<file path="src/design/skt_pkg.sv">
`timescale 1ns / 1ps
// Package for the sorted key table: transaction payload types, action and
// status codes, the cell operation code and the default parameter values.
// Depends on nothing; used by skt_cell, sorted_key_table and the testbench.
package skt_pkg;

    // Default configuration of the table.
    localparam int DEF_CAPACITY = 64;
    localparam int DEF_KEY_BITS = 16;

    // Fixed widths of the transaction fields.
    localparam int ACT_W    = 2;
    localparam int KEY_W    = 16;
    localparam int STATUS_W = 3;

    // Action codes of an input transaction.
    localparam logic [ACT_W-1:0] ACT_INSERT = 2'd0;
    localparam logic [ACT_W-1:0] ACT_DELETE = 2'd1;
    localparam logic [ACT_W-1:0] ACT_LIST   = 2'd2;

    // Status codes of an output transaction.
    localparam logic [STATUS_W-1:0] ST_INSERTED  = 3'd0;
    localparam logic [STATUS_W-1:0] ST_DUPLICATE = 3'd1;
    localparam logic [STATUS_W-1:0] ST_FULL      = 3'd2;
    localparam logic [STATUS_W-1:0] ST_DELETED   = 3'd3;
    localparam logic [STATUS_W-1:0] ST_NOT_FOUND = 3'd4;
    localparam logic [STATUS_W-1:0] ST_EMPTY     = 3'd5;
    localparam logic [STATUS_W-1:0] ST_LIST      = 3'd6;
    localparam logic [STATUS_W-1:0] ST_BAD_KEY   = 3'd7;

    // Input transaction payload.
    typedef struct packed {
        logic [ACT_W-1:0] action;
        logic [KEY_W-1:0] key_in;
    } t_in;

    // Output transaction payload.
    typedef struct packed {
        logic [STATUS_W-1:0] status;
        logic [KEY_W-1:0]    key_out;
        logic                last;
    } t_out;

    // Operation broadcast to every cell of the chain.
    typedef enum logic [2:0] {
        OP_HOLD   = 3'd0,
        OP_CMP    = 3'd1,
        OP_INSERT = 3'd2,
        OP_DELETE = 3'd3,
        OP_ROTATE = 3'd4
    } t_cell_op;

endpackage

</file>
<file path="src/design/skt_cell.sv">
`timescale 1ns / 1ps
// One cell of the sorted key chain: holds one key and its compare flags.
// Depends on skt_pkg for the cell operation code.
module skt_cell #(
    parameter int KEY_BITS = skt_pkg::DEF_KEY_BITS,
    parameter int CNT_BITS = 7,
    parameter int IDX      = 0
) (
    input  logic               i_clk,
    input  skt_pkg::t_cell_op  i_op,
    input  logic [KEY_BITS-1:0] i_key,
    input  logic [CNT_BITS-1:0] i_count,
    input  logic [KEY_BITS-1:0] i_prev_key,
    input  logic               i_prev_lt,
    input  logic [KEY_BITS-1:0] i_next_key,
    input  logic [KEY_BITS-1:0] i_head_key,
    output logic [KEY_BITS-1:0] o_key,
    output logic               o_lt,
    output logic               o_eq
);

    localparam logic [CNT_BITS-1:0] IDX_C  = CNT_BITS'(IDX);
    localparam logic [CNT_BITS-1:0] IDX_N  = CNT_BITS'(IDX + 1);

    logic [KEY_BITS-1:0] r_key, n_key;
    logic                r_lt, r_eq;
    logic                w_occ;

    // The cell holds a stored key when its place lies below the entry count.
    assign w_occ = (IDX_C < i_count);

    // Compare flags: registered so that the update stage sees short paths.
    always_ff @(posedge i_clk) begin
        if (i_op == skt_pkg::OP_CMP) begin
            r_lt <= w_occ && (r_key < i_key);
            r_eq <= w_occ && (r_key == i_key);
        end
    end

    // Next key: keep, take the new key, or take a neighbour's key.
    always_comb begin
        n_key = r_key;
        case (i_op)
            skt_pkg::OP_INSERT: begin
                if (IDX_C <= i_count && !r_lt) begin
                    n_key = i_prev_lt ? i_key : i_prev_key;
                end
            end
            skt_pkg::OP_DELETE: begin
                if (w_occ && !r_lt) begin
                    n_key = i_next_key;
                end
            end
            skt_pkg::OP_ROTATE: begin
                if (IDX_N < i_count) begin
                    n_key = i_next_key;
                end else if (IDX_N == i_count) begin
                    n_key = i_head_key;
                end
            end
            default: begin
                n_key = r_key;
            end
        endcase
    end

    always_ff @(posedge i_clk) begin
        r_key <= n_key;
    end

    assign o_key = r_key;
    assign o_lt  = r_lt;
    assign o_eq  = r_eq;

endmodule

</file>
<file path="src/design/sorted_key_table.sv">
`timescale 1ns / 1ps
// Sorted key table: a chain of key cells kept in ascending order.
// Insert and delete: compare in every cell (S_CMP), then shift (S_UPD); the result is registered
// in S_UPD once the output is free, and no new item is taken until then (accept, compare, update).
// List: compare and update as above, then one entry per cycle while the output is not stalled.
// Synchronous active-low reset clears the state machine, entry count and output valid;
// the key cells are not cleared and are only read below the entry count.
module sorted_key_table #(
    parameter int CAPACITY = skt_pkg::DEF_CAPACITY,
    parameter int KEY_BITS = skt_pkg::DEF_KEY_BITS
) (
    input  logic          i_clk,
    input  logic          i_rst_n,
    input  logic          i_in_valid,
    output logic          o_in_stall,
    input  skt_pkg::t_in  i_in,
    output logic          o_out_valid,
    input  logic          i_out_stall,
    output skt_pkg::t_out o_out
);

    localparam int CW = $clog2(CAPACITY + 1);

    typedef enum logic [3:0] {
        S_IDLE = 4'b0001,
        S_CMP  = 4'b0010,
        S_UPD  = 4'b0100,
        S_LIST = 4'b1000
    } t_state;

    t_state                   r_state, n_state;
    logic [skt_pkg::ACT_W-1:0] r_act;
    logic [KEY_BITS-1:0]      r_key;
    logic [CW-1:0]            r_count, n_count;
    logic [CW-1:0]            r_lidx, n_lidx;
    logic                     r_out_vld;
    skt_pkg::t_out            r_out;

    skt_pkg::t_cell_op        w_op;
    skt_pkg::t_out            w_res;
    logic                     w_emit;
    logic                     w_accept;
    logic                     w_out_free;
    logic                     w_hit;
    logic                     w_list_last;
    logic [KEY_BITS-1:0]      w_key [CAPACITY];
    logic [CAPACITY-1:0]      w_lt;
    logic [CAPACITY-1:0]      w_eq;

    assign o_in_stall = (r_state != S_IDLE);
    assign w_accept   = i_in_valid && !o_in_stall;
    assign w_out_free = !r_out_vld || !i_out_stall;

    // Match line: any stored key equal to the operand.
    assign w_hit       = |w_eq;
    assign w_list_last = (r_lidx == r_count - CW'(1));

    // Chain of cells; each reads its neighbours and the head of the chain.
    for (genvar g = 0; g < CAPACITY; g++) begin : g_cell
        logic [KEY_BITS-1:0] w_prev_key, w_next_key;
        logic                w_prev_lt;
        if (g == 0) begin : g_first
            assign w_prev_key = '0;
            assign w_prev_lt  = 1'b1;
        end else begin : g_mid
            assign w_prev_key = w_key[g-1];
            assign w_prev_lt  = w_lt[g-1];
        end
        if (g == CAPACITY - 1) begin : g_last
            assign w_next_key = w_key[g];
        end else begin : g_more
            assign w_next_key = w_key[g+1];
        end
        skt_cell #(
            .KEY_BITS (KEY_BITS),
            .CNT_BITS (CW),
            .IDX      (g)
        ) u_cell (
            .i_clk      (i_clk),
            .i_op       (w_op),
            .i_key      (r_key),
            .i_count    (r_count),
            .i_prev_key (w_prev_key),
            .i_prev_lt  (w_prev_lt),
            .i_next_key (w_next_key),
            .i_head_key (w_key[0]),
            .o_key      (w_key[g]),
            .o_lt       (w_lt[g]),
            .o_eq       (w_eq[g])
        );
    end

    // Sequencer: decides the cell operation, the result and the next state.
    always_comb begin
        n_state = r_state;
        n_count = r_count;
        n_lidx  = r_lidx;
        w_op    = skt_pkg::OP_HOLD;
        w_emit  = 1'b0;
        w_res.status  = skt_pkg::ST_INSERTED;
        w_res.key_out = skt_pkg::KEY_W'(r_key);
        w_res.last    = 1'b1;
        case (r_state)
            S_IDLE: begin
                if (w_accept) begin
                    if (i_in.action == skt_pkg::ACT_INSERT ||
                        i_in.action == skt_pkg::ACT_DELETE ||
                        i_in.action == skt_pkg::ACT_LIST) begin
                        n_state = S_CMP;
                    end
                end
            end
            S_CMP: begin
                w_op    = skt_pkg::OP_CMP;
                n_state = S_UPD;
            end
            S_UPD: begin
                if (w_out_free) begin
                    n_state = S_IDLE;
                    w_emit  = 1'b1;
                    case (r_act)
                        skt_pkg::ACT_INSERT: begin
                            if (r_key == '0) begin
                                w_res.status = skt_pkg::ST_BAD_KEY;
                            end else if (w_hit) begin
                                w_res.status = skt_pkg::ST_DUPLICATE;
                            end else if (r_count == CW'(CAPACITY)) begin
                                w_res.status = skt_pkg::ST_FULL;
                            end else begin
                                w_res.status = skt_pkg::ST_INSERTED;
                                w_op         = skt_pkg::OP_INSERT;
                                n_count      = r_count + CW'(1);
                            end
                        end
                        skt_pkg::ACT_DELETE: begin
                            if (r_count == '0) begin
                                w_res.status = skt_pkg::ST_EMPTY;
                            end else if (!w_hit) begin
                                w_res.status = skt_pkg::ST_NOT_FOUND;
                            end else begin
                                w_res.status = skt_pkg::ST_DELETED;
                                w_op         = skt_pkg::OP_DELETE;
                                n_count      = r_count - CW'(1);
                            end
                        end
                        skt_pkg::ACT_LIST: begin
                            if (r_count == '0) begin
                                w_res.status  = skt_pkg::ST_EMPTY;
                                w_res.key_out = '0;
                            end else begin
                                w_emit  = 1'b0;
                                n_lidx  = '0;
                                n_state = S_LIST;
                            end
                        end
                        default: begin
                            w_emit = 1'b0;
                        end
                    endcase
                end
            end
            S_LIST: begin
                if (w_out_free) begin
                    // Emit the head and rotate the stored keys by one place.
                    w_emit        = 1'b1;
                    w_res.status  = skt_pkg::ST_LIST;
                    w_res.key_out = skt_pkg::KEY_W'(w_key[0]);
                    w_res.last    = w_list_last;
                    w_op          = skt_pkg::OP_ROTATE;
                    n_lidx        = r_lidx + CW'(1);
                    if (w_list_last) begin
                        n_state = S_IDLE;
                    end
                end
            end
            default: begin
                n_state = S_IDLE;
            end
        endcase
    end

    // Control registers.
    always_ff @(posedge i_clk) begin
        if (!i_rst_n) begin
            r_state   <= S_IDLE;
            r_count   <= '0;
            r_lidx    <= '0;
            r_out_vld <= 1'b0;
        end else begin
            r_state <= n_state;
            r_count <= n_count;
            r_lidx  <= n_lidx;
            if (w_emit) begin
                r_out_vld <= 1'b1;
            end else if (!i_out_stall) begin
                r_out_vld <= 1'b0;
            end
        end
    end

    // Operand and output payload registers.
    always_ff @(posedge i_clk) begin
        if (w_accept) begin
            r_act <= i_in.action;
            r_key <= KEY_BITS'(i_in.key_in);
        end
        if (w_emit) begin
            r_out <= w_res;
        end
    end

    assign o_out_valid = r_out_vld;
    assign o_out       = r_out;

    // The entry count never passes the capacity.
    a_count_range: assert property (@(posedge i_clk) disable iff (!i_rst_n)
        r_count <= CW'(CAPACITY))
        else $error("entry count above capacity");

    // A list sweep only runs over a non-empty table.
    a_list_nonempty: assert property (@(posedge i_clk) disable iff (!i_rst_n)
        (r_state == S_LIST) |-> (r_count != '0))
        else $error("list sweep on empty table");

    // A successful insert grows the table by exactly one entry.
    a_insert_count: assert property (@(posedge i_clk) disable iff (!i_rst_n)
        (w_emit && w_res.status == skt_pkg::ST_INSERTED)
        |=> (r_count == $past(r_count) + CW'(1)))
        else $error("insert did not grow the table");

    // An accepted insert, delete or list keeps the input stalled while it is in progress.
    a_busy_stall: assert property (@(posedge i_clk) disable iff (!i_rst_n)
        (w_accept && (i_in.action == skt_pkg::ACT_INSERT ||
                      i_in.action == skt_pkg::ACT_DELETE ||
                      i_in.action == skt_pkg::ACT_LIST)) |=> o_in_stall)
        else $error("input taken while busy");

endmodule

</file>
<file path="config.mk">
export PLATFORM = sky130hd
export DESIGN_NAME = sorted_key_table
export DESIGN_NICKNAME = d
export VERILOG_FILES = /design/src/design/skt_pkg.sv /design/src/design/skt_cell.sv /design/src/design/sorted_key_table.sv
export SDC_FILE = /design/constraint.sdc
export NUM_CORES = 2
export LEC_CHECK = 0
export ABC_CLOCK_PERIOD_IN_PS = 11050
export BUFFER_PORTS_ARGS = -buffer_cell sky130_fd_sc_hd__buf_2
export CAP_MARGIN = 20
export CORE_UTILIZATION = 32
export DETAILED_ROUTE_END_ITERATION = 12
export GPL_TIMING_DRIVEN = 0
export MAX_ROUTING_LAYER = met4
export PLACE_DENSITY = 0.55
export SETUP_SLACK_MARGIN = 0.1
export SLEW_MARGIN = 20
export SYNTH_ARGS = -nofsm -noshare
export SYNTH_HDL_FRONTEND = slang
export SYNTH_SLANG_ARGS = --single-unit
</file>
<file path="constraint.sdc">
create_clock -name i_clk -period 11.05 [get_ports i_clk]
set_input_delay 1.6575 -clock i_clk [delete_from_list [all_inputs] [get_ports i_clk]]
set_output_delay 1.6575 -clock i_clk [all_outputs]
set_load 0.1 [all_outputs]
</file>
After elaboration in Yosys (flattened, before gate mapping)
Cells that the tools add are included.
{ "op_classes": {"n_addsub": 3, "n_reduce_logical": 404, "eq_ne": 347, "muxes": 427, "n_lt_le_gt_ge": 193} }
{ "op_table": {"columns": ["op", "n"], "rows": [
  ["$mux 16", 318],
  ["$pmux 16 s3", 63],
  ["$eq 16x16->1", 64],
  ["$lt 16x16->1", 64],
  ["$ne 2x1->1 const B", 131],
  ["$logic_and 1x1->1", 256],
  ["$reduce_and 4->1", 64],
  ["$eq 6x7->1 const A", 32],
  ["$le 6x7->1 const A", 32],
  ["$lt 6x7->1 const A", 32],
  ["$ne 3x1->1 const B", 62],
  ["$eq 5x7->1 const A", 16],
  ["$le 5x7->1 const A", 16],
  ["$lt 5x7->1 const A", 16],
  ["$logic_not 1->1", 67],
  ["$reduce_or 64->1", 1],
  ["$mux 7", 9],
  ["$eq 4x7->1 const A", 8],
  ["$le 4x7->1 const A", 8],
  ["$lt 4x7->1 const A", 8],
  ["$mux 19", 2],
  ["$pmux 19 s2", 1],
  ["$pmux 16 s2", 1],
  ["$eq 3x7->1 const A", 4],
  ["44 further kinds", 99]
]} }
{ "totals": {"output_inout_bits": 22, "reg_bits": 1209, "wordCells": 1575, "input_bits": 22} }

Longest topological paths before layout
{ "logic_depth": {"ltp_word": 10, "depth_mapped": 13, "depth_no_buf": 8} }

Least setup slack after synthesis
OpenSTA, ideal clock, no wires.
{ "synth_timing": {"path_type": "flip-flop to flip-flop", "startpoint": "register r_state[2]", "endpoint": "register g_cell[0].u_cell.r_eq, enable pin", "setup_slack_ps": 1170, "n_path_buf": 0, "setup_time_ps": 773, "stages_incl_launch_ff": 3, "period_less_slack_ps": 9880, "required_time_ps": 10277, "t_arrival_ps": 9107, "cell_sequence": "dfxtp_1 nand2b_1 nor3_1"} }
{ "synth_between": {"elab_chain_cells": 3, "word_cells_on_any_way": 5, "cone_classes": "eq/ne (4); mux (1)"} }
{ "synth_lines": {"columns": ["item", "line_no", "rtl"], "rows": [
  ["start: declaration", "sorted_key_table.sv:31", "t_state r_state, n_state;"],
  ["start signal: assignment", "sorted_key_table.sv:190", "r_state <= n_state;"],
  ["$eq 4x4->1, or another cell as far along", "sorted_key_table.sv:103", "case (r_state)"],
  ["$pmux 3 s3 *", "sorted_key_table.sv:103", null],
  ["$eq 3x1->1 *", "skt_cell.sv:34", "if (i_op == skt_pkg::OP_CMP) begin"],
  ["end signal: assignment", "skt_cell.sv:36", "r_eq <= w_occ && (r_key == i_key);"],
  ["end: declaration", "skt_cell.sv:26", "logic r_lt, r_eq;"]
]} }
Every way passes the cells marked *; elsewhere a longest branch is shown, timed or not.
A chain may end at the register's enable or synchronous reset.

Final worst setup path
{ "layout_timing": {"startpoint": "register g_cell[5].u_cell.r_eq", "endpoint": "register g_cell[46].u_cell.r_key[3], enable pin"} }
{ "layout_between": {"elab_chain_cells": 9, "word_cells_on_any_way": 16, "cone_classes": "eq/ne (6); mux (7); reduce/logical (3)"} }
{ "layout_lines": {"columns": ["item", "line_no", "rtl"], "rows": [
  ["start: declaration", "skt_cell.sv:26", null],
  ["start signal: assignment", "skt_cell.sv:36", null],
  ["$reduce_or 64->1 *", "sorted_key_table.sv:55", "assign w_hit = |w_eq;"],
  ["$mux 2 (on tied branches)", "sorted_key_table.sv:138, sorted_key_table.sv:125", null],
  ["$mux 2 (on tied branches)", "sorted_key_table.sv:136, sorted_key_table.sv:123", null],
  ["$pmux 2 s2 *", "sorted_key_table.sv:121", "case (r_act)"],
  ["$mux 2 *", "sorted_key_table.sv:118", "if (w_out_free) begin"],
  ["$pmux 3 s3 *", "sorted_key_table.sv:103", null],
  ["$eq 3x3->1 / $eq 3x2->1 (equally long branches)", "skt_cell.sv:43", "case (i_op)"],
  ["$ne 3x1->1 (no source line), or another cell as far along", null, null],
  ["$reduce_and 4->1 (no source line) *", null, null],
  ["end signal: assignment", "skt_cell.sv:68", "r_key <= n_key;"],
  ["end: declaration", "skt_cell.sv:25", "logic [KEY_BITS-1:0] r_key, n_key;"]
]} }
Marked as above.

==> impl_metrics.json <==
{
  "status": "finished clean",
  "syn_inst": 8334,
  "crit_chain": "nor4_2, nand4_1, nor4_4, nand3_1, buf_2, nand2_1, a221o_1",
  "rr_endpoint": "g_cell[46].u_cell.o_key[3]$_DFFE_PP_",
  "p_leak_nw": 42.9,
  "syn_nets": 9386,
  "place_worst_setup_slack_ns": 4.68,
  "p_int_mw": 8.39,
  "ir_worst_vdd_mv": 0.178,
  "crit_path_start_kind": "register",
  "report.final.hold_viol_count": 0,
  "core_area_sq_um": 277000,
  "cp_max_fo": 16,
  "area_delta_synth_final_pct": 14.9,
  "r2r_slack_ns": 4.53,
  "dieArea_sq_um": 282000,
  "r2r-start": "g_cell[5].u_cell.o_eq$_DFFE_PN_",
  "initial_core_util_pct": 32.3,
  "arrival_ns": 7.02,
  "numCtsBuffers": 154,
  "synth-edff-count": 1190,
  "cts_tree": "built",
  "place_congestion": 1.04,
  "die_h_microns": 531,
  "hold_buffers": 0,
  "antenna_found_initial": 42,
  "rsz0062_at_grt": "no",
  "hp-start": "r_lidx[5]$_SDFFE_PN0P_",
  "dp_hpwl_microns": 358000,
  "finClkSkew_ns": 0.0565,
  "worstSetupEndpointType": "register",
  "port_buffers": 43,
  "syn_avg_cell_area_sq_um": 10.7,
  "post-cts-setup-buffers": 0,
  "critPathKind": "reg -> reg",
  "ys_types": 78,
  "final_cell_mix": "edfxtp_1, nor2_1, ha_1",
  "cts_resized": 0,
  "drv_cap": 0,
  "max_freq_ghz": 0.153,
  "wl_per_cell_microns": 38.2,
  "power_frac_comb_pct": 14.4,
  "dpl-instance-area_sq_um": 98000,
  "reg2regPathDepth": 7,
  "drt_iter0_markers": 12900,
  "grt.total_usage_pct": 34.1,
  "post-route-period-util_pct": 59.0,
  "cts_sinks": 1209,
  "setup_ws_ns": 4.53,
  "worst_slew_pin_slew_ns": 1.39,
  "fin_tns_setup_ns": 0,
  "max_slew_margin_pct": 6.69,
  "switching_share_pct": 28.7,
  "grt_pass1_vias": 79700,
  "synthDominantCellAreaShare_pct": 40.0,
  "p_seq_share_pct": 43.0,
  "ys_seq_elements": 1209,
  "gr-total-overflow": 0,
  "fin_crit_ns": 6.52,
  "clock_power_share_pct": 42.6,
  "nets": 9767,
  "wirelength_microns": 480000,
  "fill_cells": 27500,
  "final_common_cell": "edfxtp_1",
  "grt_max_degree": 46,
  "slew_violations": 0,
  "cp.required_ns": 11.55,
  "vias": 83900,
  "row_count": 193,
  "cts-htree-levels": 4,
  "path_clk_slew_ns": 0.06,
  "drc": 0,
  "yosysTopAreaCell": "edfxtp_1",
  "hold_path_end": "r_lidx[5]$_SDFFE_PN0P_",
  "synthFlopType": "edfxtp_1",
  "die_x_microns": 531,
  "grt_pass1_wl_microns": 652000,
  "min_path_cells": 2,
  "slowest_delay_ns": 1.12,
  "yosys-top-cells-area": "edfxtp_1, ha_1, mux2i_1, a221o_1, nor2_1",
  "yosysWarnings": 0,
  "hp-class": "reg -> reg",
  "layout-drive-gt1-share_pct": 10.0,
  "async_flop_share_pct": 0,
  "synth_area_sq_um": 89400,
  "ant_nets": 0,
  "dr.pass1.iters": 6,
  "slowest_stage": "nand3_1",
  "design_area_sq_um": 103000,
  "clock_path_buffers": 3,
  "insertion_delay_ns": 0.90,
  "powerDensity_nw_per_um2": 115,
  "finalSetupViolCount": 0,
  "ys_seq_area_share_pct": 40.4,
  "routed_via_density": 6.67,
  "total_power_mw": 11.8,
  "pin_count": 44,
  "p_switching_mw": 3.38,
  "root_buffer": "clkbuf_16"
}
[critical path: cells and delay by family, from the launching register on]
kind | cells | cell delay, ns
and+or+nand+nor | 5 | 4.12
AOI/OAI and AO/OA | 1 | 0.87
DFF | 1 | 0.44
buffers and inverters | 1 | 0.69
[cell families (layout without fill, tap and decap cells)]
family,after synthesis,count (layout),share of synthesized area [%]
simple gates,2189,2189,11.2
compound gates,2103,2103,19.0
flops,1209,1209,40.4
fa+ha+maj,1030,1030,14.4
mux,1000,1000,11.2
buf+inv,789,1287,3.69
xor+xnor,14,14,0.137
other cells,0,44,0
[Yosys cell counts, types with 24 or more instances]
| master | count |
|---|---|
| edfxtp_1 | 1190 |
| nor2_1 | 1179 |
| ha_1 | 1030 |
| mux2i_1 | 999 |
| a221o_1 | 994 |
| clkbuf_1 | 470 |
| a21oi_1 | 331 |
| nand2_1 | 277 |
| o21ai_0 | 220 |
| nand4_1 | 198 |
| a21o_1 | 174 |
| buf_2 | 132 |
| nor2b_1 | 117 |
| inv_1 | 94 |
| o21a_1 | 85 |
| nor4_1 | 79 |
| nor3_1 | 75 |
| nand3_1 | 68 |
| buf_1 | 56 |
| nand2b_1 | 53 |
| o211ai_1 | 46 |
| and2_1 | 43 |
| o21ai_1 | 40 |
| and3_1 | 31 |
| o2111ai_1 | 27 |
| or3_1 | 26 |
| buf_4 | 25 |
| a31oi_1 | 24 |
[sequential cells by signal (all words and copies together) (netlist names)]
register / flops
g_cell.u_cell.o_key: 1024
g_cell.u_cell.o_eq: 64
g_cell.u_cell.o_lt: 64
o_out: 20
r_key: 16
r_count: 7
r_lidx: 7
r_state: 4
r_act: 2
o_out_valid: 1
[final cells by class]
| type | instances | area [sq um] | area share, % |
|---|---|---|---|
| repair buffers | 225 | 2940 | 2.86 |
| well taps | 3705 | 4640 | 4.51 |
| clock inverters | 86 | 654 | 0.637 |
| clock buffers | 187 | 4020 | 3.91 |
| multi-input cells | 6336 | 50700 | 49.4 |
| inverters | 95 | 452 | 0.439 |
| flip-flops and latches | 1209 | 36100 | 35.1 |
| diodes | 44 | 110 | 0.107 |
| plain buffers | 694 | 3140 | 3.05 |
[per-layer routing]
layer | vias to the layer above | share of wire (%) | GRT usage (%)
met2 | 6213 | 41 | 47.8
met1 | 42200 | 39 | 42.9
li1 | 34000 | - | -
met5 | - | 0 | -
met4 | 0 | 7.2 | 20.9
met3 | 1535 | 12 | 10.1
[power groups by stage]
stage / combinational, mW / sequential (mW) / clock [mW]
2_1_floorplan: 0.953 / 5.16 / 0
3_3_place_gp: 1.49 / 5.18 / 0
4_1_cts: 1.62 / 5.06 / 4.98
3_5_place_dp: 1.62 / 5.16 / 0
5_1_grt: 1.79 / 5.06 / 5.13
6_report: 1.69 / 5.06 / 5.01
[through the flow]
step / utilization [%] / hold WS [ns] / std cells
after floorplan: - / 0.524 / 8334
after global placement: 34.0 / 0.554 / 12100
after detailed placement: 35.3 / 0.564 / 12300
after CTS: 37.0 / 0.588 / 12500
after global routing: 37.1 / 0.611 / 12600
final: 37.1 / 0.590 / 12600
[worst max path at each step]
stage | startpoint | end | slack, ns | cells past startpoint
final | g_cell[5].u_cell.o_eq$_DFFE_PN_ | g_cell[46].u_cell.o_key[3]$_DFFE_PP_ | 4.53 | 7
after global routing | r_count[0]$_SDFFE_PN0P_ | g_cell[46].u_cell.o_key[3]$_DFFE_PP_ | 4.71 | 11
after CTS | r_count[0]$_SDFFE_PN0P_ | g_cell[46].u_cell.o_key[3]$_DFFE_PP_ | 4.99 | 11
after detailed placement | i_out_stall | g_cell[23].u_cell.o_key[10]$_DFFE_PP_ | 4.68 | 9
after global placement | r_state[2]$_SDFFE_PN0P_ | g_cell[37].u_cell.o_lt$_DFFE_PN_ | -10.43 | 2
after floorplan | r_state[2]$_SDFFE_PN0P_ | g_cell[0].u_cell.o_eq$_DFFE_PN_ | 1.17 | 2
Power figures use the tool's default switching activity.
